### src/rtl/core/dd_pkg.sv
// ----------------------------------------------------------------------------
// dd_pkg
// shared types and codes for the deadlock detector
// ----------------------------------------------------------------------------
package dd_pkg;

  localparam int ACT_W      = 2;
  localparam int KIND_W     = 2;
  localparam int IDX_W      = 4;   // process_index / resource_index / process_id
  localparam int CFG_W      = 5;   // widest configuration register
  localparam int CFG_IDX_W  = 2;

  localparam logic [CFG_W-1:0] CFG_COUNT_RESET = 5'd16;

  typedef enum logic [ACT_W-1:0] {
    ACT_LOAD_ALLOC = 2'd0,
    ACT_LOAD_REQ   = 2'd1,
    ACT_LOAD_AVAIL = 2'd2,
    ACT_RUN        = 2'd3
  } action_t;

  typedef enum logic [KIND_W-1:0] {
    KIND_COMPLETED  = 2'd0,
    KIND_DEADLOCKED = 2'd1,
    KIND_SUMMARY    = 2'd2
  } kind_t;

  typedef enum logic [CFG_IDX_W-1:0] {
    CFG_NUM_PROCESSES = 2'd0,
    CFG_NUM_RESOURCES = 2'd1
  } cfg_idx_t;

  typedef struct packed {
    logic [CFG_W-1:0] num_processes;
    logic [CFG_W-1:0] num_resources;
  } cfg_t;

  typedef enum logic [3:0] {
    S_IDLE,
    S_PSEL,
    S_CRD,
    S_CEV,
    S_ARD,
    S_AEV,
    S_EMIT,
    S_DSCAN,
    S_SUM
  } dd_state_t;

endpackage

### src/rtl/core/dd_in_if.sv
// ----------------------------------------------------------------------------
// dd_in_if
// input channel: load and run items
// ----------------------------------------------------------------------------
interface dd_in_if #(
  parameter int AMOUNT_WIDTH = 16
) ();
  logic                        valid;
  logic                        ready;
  dd_pkg::action_t             action;
  logic [dd_pkg::IDX_W-1:0]    process_index;
  logic [dd_pkg::IDX_W-1:0]    resource_index;
  logic [AMOUNT_WIDTH-1:0]     amount;

  modport source (output valid, action, process_index, resource_index, amount,
                  input ready);
  modport sink (input valid, action, process_index, resource_index, amount,
                output ready);
endinterface

### src/rtl/core/dd_out_if.sv
// ----------------------------------------------------------------------------
// dd_out_if
// result channel: per-process reports and run summary
// ----------------------------------------------------------------------------
interface dd_out_if ();
  logic                     valid;
  logic                     ready;
  dd_pkg::kind_t            kind;
  logic [dd_pkg::IDX_W-1:0] process_id;
  logic                     any_deadlock;
  logic                     last;

  modport source (output valid, kind, process_id, any_deadlock, last,
                  input ready);
  modport sink (input valid, kind, process_id, any_deadlock, last,
                output ready);
endinterface

### src/rtl/core/dd_seq.sv
// ----------------------------------------------------------------------------
// dd_seq
// run sequencer: load decode, work vector, finish marks and result register
// ----------------------------------------------------------------------------
module dd_seq #(
  parameter int MAX_PROCS     = 16,
  parameter int MAX_RESOURCES = 16,
  parameter int AMOUNT_WIDTH  = 16,
  parameter int ADDR_W        = 8
) (
  input  logic                    clk,
  input  logic                    rst_n,
  input  dd_pkg::cfg_t            cfg,
  dd_in_if.sink                   in_ch,
  dd_out_if.source                out_ch,
  output logic                    alloc_we,
  output logic                    req_we,
  output logic [ADDR_W-1:0]       wr_addr,
  output logic [AMOUNT_WIDTH-1:0] wr_data,
  output logic [ADDR_W-1:0]       rd_addr,
  input  logic [AMOUNT_WIDTH-1:0] alloc_rdata,
  input  logic [AMOUNT_WIDTH-1:0] req_rdata
);

  localparam int PCNT_W = $clog2(MAX_PROCS + 1);
  localparam int RCNT_W = $clog2(MAX_RESOURCES + 1);
  localparam int PIDX_W = (MAX_PROCS > 1) ? $clog2(MAX_PROCS) : 1;
  localparam int RIDX_W = (MAX_RESOURCES > 1) ? $clog2(MAX_RESOURCES) : 1;
  localparam int WORK_W = AMOUNT_WIDTH + $clog2(MAX_PROCS + 1);

  dd_pkg::dd_state_t state_r, state_nxt;

  logic [PCNT_W-1:0]       p_r, done_r, np_r;
  logic [RCNT_W-1:0]       r_r, nr_r;
  logic                    progress_r;
  logic                    any_dead_r;
  logic [MAX_PROCS-1:0]    fin_r;
  logic [WORK_W-1:0]       work_r  [MAX_RESOURCES];
  logic [AMOUNT_WIDTH-1:0] avail_r [MAX_RESOURCES];

  logic                     out_vld_r;
  dd_pkg::kind_t            out_kind_r;
  logic [dd_pkg::IDX_W-1:0] out_pid_r;
  logic                     out_dead_r;
  logic                     out_last_r;

  logic [PIDX_W-1:0] pidx;
  logic [RIDX_W-1:0] ridx;
  logic              p_end, r_end, all_done, cur_fin, req_over, out_free;
  logic              in_xfer, pi_ok, ri_ok;
  logic              emit_go;
  dd_pkg::kind_t     emit_kind;
  logic [PCNT_W-1:0] np_cfg;
  logic [RCNT_W-1:0] nr_cfg;

  assign pidx     = p_r[PIDX_W-1:0];
  assign ridx     = r_r[RIDX_W-1:0];
  assign p_end    = (p_r == np_r);
  assign r_end    = (r_r == nr_r);
  assign all_done = (done_r == np_r);
  assign cur_fin  = fin_r[pidx];
  assign req_over = (WORK_W'(req_rdata) > work_r[ridx]);
  assign out_free = !out_vld_r || out_ch.ready;
  assign in_xfer  = in_ch.valid && in_ch.ready;
  assign pi_ok    = (int'(in_ch.process_index) < MAX_PROCS);
  assign ri_ok    = (int'(in_ch.resource_index) < MAX_RESOURCES);

  // counts above the store size clamp to it
  assign np_cfg = (int'(cfg.num_processes) > MAX_PROCS) ? PCNT_W'(MAX_PROCS)
                                                        : PCNT_W'(cfg.num_processes);
  assign nr_cfg = (int'(cfg.num_resources) > MAX_RESOURCES) ? RCNT_W'(MAX_RESOURCES)
                                                            : RCNT_W'(cfg.num_resources);

  // next state
  always_comb begin
    state_nxt = state_r;
    case (state_r)
      dd_pkg::S_IDLE: begin
        if (in_ch.valid && in_ch.action == dd_pkg::ACT_RUN) begin
          state_nxt = dd_pkg::S_PSEL;
        end
      end
      dd_pkg::S_PSEL: begin
        if (all_done || (p_end && !progress_r)) begin
          state_nxt = dd_pkg::S_DSCAN;
        end else if (!p_end && !cur_fin) begin
          state_nxt = dd_pkg::S_CRD;
        end
      end
      dd_pkg::S_CRD: state_nxt = r_end ? dd_pkg::S_ARD : dd_pkg::S_CEV;
      dd_pkg::S_CEV: state_nxt = req_over ? dd_pkg::S_PSEL : dd_pkg::S_CRD;
      dd_pkg::S_ARD: state_nxt = r_end ? dd_pkg::S_EMIT : dd_pkg::S_AEV;
      dd_pkg::S_AEV: state_nxt = dd_pkg::S_ARD;
      dd_pkg::S_EMIT: begin
        if (out_free) begin
          state_nxt = dd_pkg::S_PSEL;
        end
      end
      dd_pkg::S_DSCAN: begin
        if (p_end) begin
          state_nxt = dd_pkg::S_SUM;
        end
      end
      dd_pkg::S_SUM: begin
        if (out_free) begin
          state_nxt = dd_pkg::S_IDLE;
        end
      end
      default: state_nxt = dd_pkg::S_IDLE;
    endcase
  end

  // outputs of the state machine
  always_comb begin
    in_ch.ready = 1'b0;
    emit_go     = 1'b0;
    emit_kind   = dd_pkg::KIND_COMPLETED;
    case (state_r)
      dd_pkg::S_IDLE: in_ch.ready = 1'b1;
      dd_pkg::S_EMIT: begin
        emit_go   = out_free;
        emit_kind = dd_pkg::KIND_COMPLETED;
      end
      dd_pkg::S_DSCAN: begin
        emit_go   = out_free && !p_end && !cur_fin;
        emit_kind = dd_pkg::KIND_DEADLOCKED;
      end
      dd_pkg::S_SUM: begin
        emit_go   = out_free;
        emit_kind = dd_pkg::KIND_SUMMARY;
      end
      default: begin
        in_ch.ready = 1'b0;
        emit_go     = 1'b0;
      end
    endcase
  end

  // matrix ram ports
  assign alloc_we = in_xfer && in_ch.action == dd_pkg::ACT_LOAD_ALLOC && pi_ok && ri_ok;
  assign req_we   = in_xfer && in_ch.action == dd_pkg::ACT_LOAD_REQ && pi_ok && ri_ok;
  assign wr_addr  = ADDR_W'(int'(in_ch.process_index) * MAX_RESOURCES
                            + int'(in_ch.resource_index));
  assign wr_data  = in_ch.amount;
  assign rd_addr  = ADDR_W'(int'(pidx) * MAX_RESOURCES + int'(ridx));

  always_ff @(posedge clk) begin
    if (!rst_n) begin
      state_r <= dd_pkg::S_IDLE;
    end else begin
      state_r <= state_nxt;
    end
  end

  always_ff @(posedge clk) begin
    case (state_r)
      dd_pkg::S_IDLE: begin
        if (in_xfer && in_ch.action == dd_pkg::ACT_LOAD_AVAIL && ri_ok) begin
          avail_r[RIDX_W'(in_ch.resource_index)] <= in_ch.amount;
        end
        if (in_xfer && in_ch.action == dd_pkg::ACT_RUN) begin
          for (int i = 0; i < MAX_RESOURCES; i++) begin
            work_r[i] <= WORK_W'(avail_r[i]);
          end
          fin_r      <= '0;
          p_r        <= '0;
          done_r     <= '0;
          progress_r <= 1'b0;
          any_dead_r <= 1'b0;
          np_r       <= np_cfg;
          nr_r       <= nr_cfg;
        end
      end
      dd_pkg::S_PSEL: begin
        if (all_done || (p_end && !progress_r)) begin
          p_r <= '0;
        end else if (p_end) begin
          // start another pass
          p_r        <= '0;
          progress_r <= 1'b0;
        end else if (cur_fin) begin
          p_r <= p_r + 1'b1;
        end else begin
          r_r <= '0;
        end
      end
      dd_pkg::S_CRD: begin
        if (r_end) begin
          r_r <= '0;
        end
      end
      dd_pkg::S_CEV: begin
        if (req_over) begin
          p_r <= p_r + 1'b1;
        end else begin
          r_r <= r_r + 1'b1;
        end
      end
      dd_pkg::S_ARD: begin
        if (r_end) begin
          fin_r[pidx] <= 1'b1;
          done_r      <= done_r + 1'b1;
          progress_r  <= 1'b1;
        end
      end
      dd_pkg::S_AEV: begin
        work_r[ridx] <= work_r[ridx] + WORK_W'(alloc_rdata);
        r_r          <= r_r + 1'b1;
      end
      dd_pkg::S_EMIT: begin
        if (out_free) begin
          p_r <= p_r + 1'b1;
        end
      end
      dd_pkg::S_DSCAN: begin
        if (!p_end) begin
          if (cur_fin) begin
            p_r <= p_r + 1'b1;
          end else if (out_free) begin
            any_dead_r <= 1'b1;
            p_r        <= p_r + 1'b1;
          end
        end
      end
      default: begin
      end
    endcase
  end

  // result register
  always_ff @(posedge clk) begin
    if (!rst_n) begin
      out_vld_r <= 1'b0;
    end else if (emit_go) begin
      out_vld_r <= 1'b1;
    end else if (out_ch.ready) begin
      out_vld_r <= 1'b0;
    end
  end

  always_ff @(posedge clk) begin
    if (emit_go) begin
      out_kind_r <= emit_kind;
      out_pid_r  <= (emit_kind == dd_pkg::KIND_SUMMARY) ? '0
                                                        : dd_pkg::IDX_W'(p_r);
      out_dead_r <= (emit_kind == dd_pkg::KIND_SUMMARY) ? any_dead_r : 1'b0;
      out_last_r <= (emit_kind == dd_pkg::KIND_SUMMARY);
    end
  end

  assign out_ch.valid        = out_vld_r;
  assign out_ch.kind         = out_kind_r;
  assign out_ch.process_id   = out_pid_r;
  assign out_ch.any_deadlock = out_dead_r;
  assign out_ch.last         = out_last_r;

endmodule

### src/flat_wrapper.sv
// flat-port wrapper written by rule: the top's interface ports become plain ports
module dd_seq_flat 
#(
  parameter int MAX_PROCS     = 16,
  parameter int MAX_RESOURCES = 16,
  parameter int AMOUNT_WIDTH  = 16,
  parameter int ADDR_W        = 8
)
  (clk, rst_n, cfg, alloc_we, req_we, wr_addr, wr_data, rd_addr, alloc_rdata, req_rdata, in_ch_valid, in_ch_action, in_ch_process_index, in_ch_resource_index, in_ch_amount, in_ch_ready, out_ch_valid, out_ch_kind, out_ch_process_id, out_ch_any_deadlock, out_ch_last, out_ch_ready);
  dd_in_if #(.AMOUNT_WIDTH(AMOUNT_WIDTH)) in_ch_i ();
  dd_out_if out_ch_i ();
  input  logic clk;
  input  logic rst_n;
  input  dd_pkg::cfg_t cfg;
  output logic alloc_we;
  output logic req_we;
  output logic [ADDR_W-1:0] wr_addr;
  output logic [AMOUNT_WIDTH-1:0] wr_data;
  output logic [ADDR_W-1:0] rd_addr;
  input  logic [AMOUNT_WIDTH-1:0] alloc_rdata;
  input  logic [AMOUNT_WIDTH-1:0] req_rdata;
  input wire logic [$bits(in_ch_i.valid)-1:0] in_ch_valid;
  input wire logic [$bits(in_ch_i.action)-1:0] in_ch_action;
  input wire logic [$bits(in_ch_i.process_index)-1:0] in_ch_process_index;
  input wire logic [$bits(in_ch_i.resource_index)-1:0] in_ch_resource_index;
  input wire logic [$bits(in_ch_i.amount)-1:0] in_ch_amount;
  output wire logic [$bits(in_ch_i.ready)-1:0] in_ch_ready;
  output wire logic [$bits(out_ch_i.valid)-1:0] out_ch_valid;
  output wire logic [$bits(out_ch_i.kind)-1:0] out_ch_kind;
  output wire logic [$bits(out_ch_i.process_id)-1:0] out_ch_process_id;
  output wire logic [$bits(out_ch_i.any_deadlock)-1:0] out_ch_any_deadlock;
  output wire logic [$bits(out_ch_i.last)-1:0] out_ch_last;
  input wire logic [$bits(out_ch_i.ready)-1:0] out_ch_ready;
  assign in_ch_i.valid = in_ch_valid;
  assign in_ch_i.action = in_ch_action;
  assign in_ch_i.process_index = in_ch_process_index;
  assign in_ch_i.resource_index = in_ch_resource_index;
  assign in_ch_i.amount = in_ch_amount;
  assign in_ch_ready = in_ch_i.ready;
  assign out_ch_valid = out_ch_i.valid;
  assign out_ch_kind = out_ch_i.kind;
  assign out_ch_process_id = out_ch_i.process_id;
  assign out_ch_any_deadlock = out_ch_i.any_deadlock;
  assign out_ch_last = out_ch_i.last;
  assign out_ch_i.ready = out_ch_ready;
  dd_seq #(.MAX_PROCS(MAX_PROCS), .MAX_RESOURCES(MAX_RESOURCES), .AMOUNT_WIDTH(AMOUNT_WIDTH), .ADDR_W(ADDR_W)) u_core (.clk(clk), .rst_n(rst_n), .cfg(cfg), .in_ch(in_ch_i), .out_ch(out_ch_i), .alloc_we(alloc_we), .req_we(req_we), .wr_addr(wr_addr), .wr_data(wr_data), .rd_addr(rd_addr), .alloc_rdata(alloc_rdata), .req_rdata(req_rdata));
endmodule
### config.mk
export PLATFORM = sky130hd
export DESIGN_NAME = dd_seq_flat
export DESIGN_NICKNAME = d
export VERILOG_FILES = /design/src/rtl/core/dd_pkg.sv /design/src/rtl/core/dd_in_if.sv /design/src/rtl/core/dd_out_if.sv /design/src/rtl/core/dd_seq.sv /design/src/flat_wrapper.sv
export SDC_FILE = /design/constraint.sdc
export NUM_CORES = 1
export LEC_CHECK = 0
export BUFFER_PORTS_ARGS = -buffer_cell sky130_fd_sc_hd__buf_2
export CELL_PAD_IN_SITES_DETAIL_PLACEMENT = 0
export CELL_PAD_IN_SITES_GLOBAL_PLACEMENT = 1
export CORE_UTILIZATION = 52
export DETAILED_ROUTE_END_ITERATION = 16
export GPL_ROUTABILITY_DRIVEN = 0
export PLACE_DENSITY_LB_ADDON = 0.1
export SLEW_MARGIN = 20
export SYNTH_ARGS = -nofsm -noshare
export SYNTH_HDL_FRONTEND = slang
export SYNTH_SLANG_ARGS = --single-unit
### constraint.sdc
create_clock -name clk -period 6.5 [get_ports clk]
set_input_delay 0.325 -clock clk [delete_from_list [all_inputs] [get_ports clk]]
set_output_delay 0.325 -clock clk [all_outputs]
set_load 0.01 [all_outputs]
==> results.txt <==
----------------------------------------------------
[Outcome]
  Outcome ... complete, no violations

[Drt]
  1st-iter DRT viols ... 1931
  First-pass DRT Iterations ... 5
  Total Wirelength ... 81900 microns
  Number of DRC violations after detailed routing ... 0
  Vias per inst ... 6.18
  Antenna viol nets, final ... 0
  Vias ... 17000
  WL/cell ... 29.8 microns

[Pwr]
  Gate power share ... 30.4%
  Power Internal ... 8.57 mW
  Design Power ... 13.0 mW
  Net Sw Frac ... 34.1%
  Switching pwr ... 4.44 mW
  Leakage power ... 11.3 nW
  PwrDens ... 408 nW/um^2
  Sequential cell fraction of total power ... 39.1%
  Part of the power in the clock network ... 30.5%
  Maximum resistive drop on vdd ... 0.237 mV

[Critical path]
  Critical Setup Path Class ... reg -> reg
  Top cell by count, worst path ... sky130_fd_sc_hd__mux4_2
  Maximum fanout along the worst path ... 24
  Cell-by-cell trace of the critical path ... buf_4, mux4_2, mux4_2, inv_1, ha_1, and4_1, nand4_1, a31oi_1, a2111oi_0, o21ai_0, nor4b_4, a21oi_2, mux2_2
  Internal reg-to-reg setup slack ... 1150 ps
  Largest stage delay, worst path ... 980 ps
  Startpoint class of the critical path ... register
  Worst Setup End Kind ... register
  Arrival time of the worst setup path ... 5820 ps
  Worst Path Required ... 6970 ps
  Master of the slowest instance on the critical path ... sky130_fd_sc_hd__a2111oi_0

[Floorplanning]
  Number of primary I/O pins ... 116
  Width of the die ... 235 microns
  Number of placement rows ... 85
  Die Outline Area ... 55200 sq um
  Area of the core region ... 53700 sq um
  Initial standard-cell utilization of the core ... 52.5%
  Vertical die dimension ... 235 microns

[STA]
  Max-slew violation count ... 0
  WHS ... 32.8 ps
  Part of the cycle the worst path needs ... 82.2%
  Clock period minus worst slack ... 5350 ps
  Setup WS post-layout ... 1150 ps
  Maximum frequency from static timing analysis ... 187 MHz
  Transition at the pin with the smallest max-transition slack ... 1200 ps
  Worst clock skew ... 22.8 ps
  Count of endpoints failing hold in the final timing report ... 0
  Final sum of negative setup slack ... 0 ps
  Total setup violations reported at the end of the flow ... 0
  Max-Slew Margin vs Limit ... 20.0%
  Unrepaired setup endpoints after global routing ... false

[Final layout]
  Share of the core filled with cells in the final layout ... 59.3%
  Multi-input combinational cell area ... 8030 sq um
  Layout area overhead ... 12.9%
  Count of nets after finishing ... 2111
  Share of layout cells above drive strength 1 ... 23.0%
  Fill cell total of the finished layout ... 4129
  Post-route insts no fill ... 2746
  FF/Latch Area ... 19500 sq um
  Non-Filler Cell Area, Final ... 31900 sq um

[CTS]
  Worst-skew pair later-pin latency ... 610 ps
  # H-tree levels ... 3
  Post-CTS Hold Buffers ... 3
  CTS root buffer ... sky130_fd_sc_hd__clkbuf_16
  CTS sink count ... 652
  Setup fix buffers added after clock tree synthesis ... 0
  Post-CTS sizing ... 0
  CTS buffer count ... 70
  CTS tree ... done
  Post-CTS clock slew at the launch and capture registers of the worst setup and hold paths ... 60 ps
  Number of buffers between clock root and the deepest sink ... 3

[Logic synthesis]
  Post-Synthesis Mean Instance Area ... 14.9 sq um
  Post-synth top area share ... 68.4%
  Net count after synthesis ... 2013
  Most used standard cell by instance count after synthesis ... sky130_fd_sc_hd__edfxtp_1
  Cell count after synthesis ... 1899
  Async SR Flop Fraction ... 0%
  Portion of the post-synthesis area used by sequential elements ... 69.1%
  Main flop type after synthesis ... sky130_fd_sc_hd__edfxtp_1
  Leading area contributor after synthesis ... sky130_fd_sc_hd__edfxtp_1
  Yosys synthesis warning count ... 0
  Library cells used by synthesis ... 61
  Cell types occupying the most area after synthesis ... sky130_fd_sc_hd__edfxtp_1, sky130_fd_sc_hd__mux4_2, sky130_fd_sc_hd__o21ai_0
  Post-synth EDFFs ... 643
  Seq cells post-synth ... 652
  Synth cell count leaders ... sky130_fd_sc_hd__edfxtp_1, sky130_fd_sc_hd__nand2_1, sky130_fd_sc_hd__o21ai_0
  Synthesized area ... 28200 sq um

[GRT]
  GRT Util Overall ... 30.2%
  Wire length of the first global-routing pass ... 116000 microns
  Antenna violations before repair ... 4
  Total grt overflow ... 0
  Pin count of the biggest net entering global routing ... 35
  Vias in the first global route ... 16400

[Place]
  HPWL after detailed placement ... 49600 microns
  Post-DP Area ... 29600 sq um
  Post-placement worst setup slack ... 1300 ps
  Buffers added on ports ... 107
  Number of cells in the design after placement ... 2618

[Min path]
  Worst min-delay path class ... in -> reg

[Flow run]
  Max Cap Violations ... 0

----------------------------------------------------
==> kinds of logic after synthesis <==
| group | share of synthesized area [%] |
|---|---|
| flops | 69.1 |
| simple gates | 7.57 |
| compound gates | 6.19 |
| buf+inv | 2.94 |
| mux | 11.2 |
| fa+ha+maj | 1.89 |
| xor+xnor | 1.12 |
==> registers in the layout, summed over array words and instances, names as in the netlist, named ones only <==
name and cells:
u_core.any_dead_r 1, u_core.avail_r 256, u_core.done_r 5, u_core.fin_r 16, u_core.np_r 5, u_core.nr_r 5
u_core.out_ch.any_deadlock 1, u_core.out_ch.kind 2, u_core.out_ch.last 1, u_core.out_ch.process_id 4, u_core.out_ch.valid 1, u_core.p_r 5
u_core.progress_r 1, u_core.r_r 5, u_core.state_r 4, u_core.work_r 336
==> power groups by stage <==
stage          Sequential, mW  Clock, mW  Combinational [mW]
2_1_floorplan            4.95          0                2.73
3_3_place_gp             5.17          0                3.90
3_5_place_dp             5.17          0                3.92
4_1_cts                  5.09       4.01                3.95
5_1_grt                  5.11       4.18                4.28
6_report                 5.08       3.97                3.96
==> cells in the final DEF (no fill, tap or decap), drive strengths merged, types with 9 or more instances in the layout <==
cell type / n
a21oi: 39
and2: 10
nand2: 244
buf: 170
nand2b: 10
o21ai: 216
mux2: 68
nand3: 27
nor3: 16
clkinv: 23
mux4: 105
dfxtp: 9
ha: 41
inv: 37
nor2b: 25
xor2: 21
edfxtp: 643
xnor2: 15
clkbuf: 88
nor2: 146
==> path summary, 6_finish.rpt <==
kind / startpoint / end / cells after the start
min reg2reg: u_core.avail_r[15][14] / u_core.work_r[15][14] / 2
max reg2reg: register / register / 13
min: cfg[6] / u_core.np_r[1] / 2
max: register / register / 13
==> final cells by class <==
| type | count | area share [%] |
|---|---|---|
| repair buffers | 173 | 3.34 |
| inverters | 35 | 0.412 |
| clock buffers | 88 | 6.01 |
| multi-input cells | 1065 | 25.2 |
| diodes | 2 | 0.0157 |
| clock inverters | 35 | 1.09 |
| well taps | 696 | 2.73 |
| flip-flops and latches | 652 | 61.2 |
==> metal layers <==
layer  track usage [%]  part of all wire, %  vias up
li1                  -                    -     7331
met1              41.2                   40     8622
met2              47.4                   47      852
met3              5.31                  8.4      163
met4              14.5                  4.7        0
met5                 0                    0        -
==> critical path: cells and delay by family (launching register included) <==
family                   cells  cell delay [ps]
flip-flops                   1              700
adder cells (fa/ha/maj)      1              230
buffers and inverters        2              510
multiplexers                 3             1490
AO/OA/AOI/OAI                4             1700
AND/OR/NAND/NOR              3              570
Note: power is estimated with default switching activity, not from simulation.
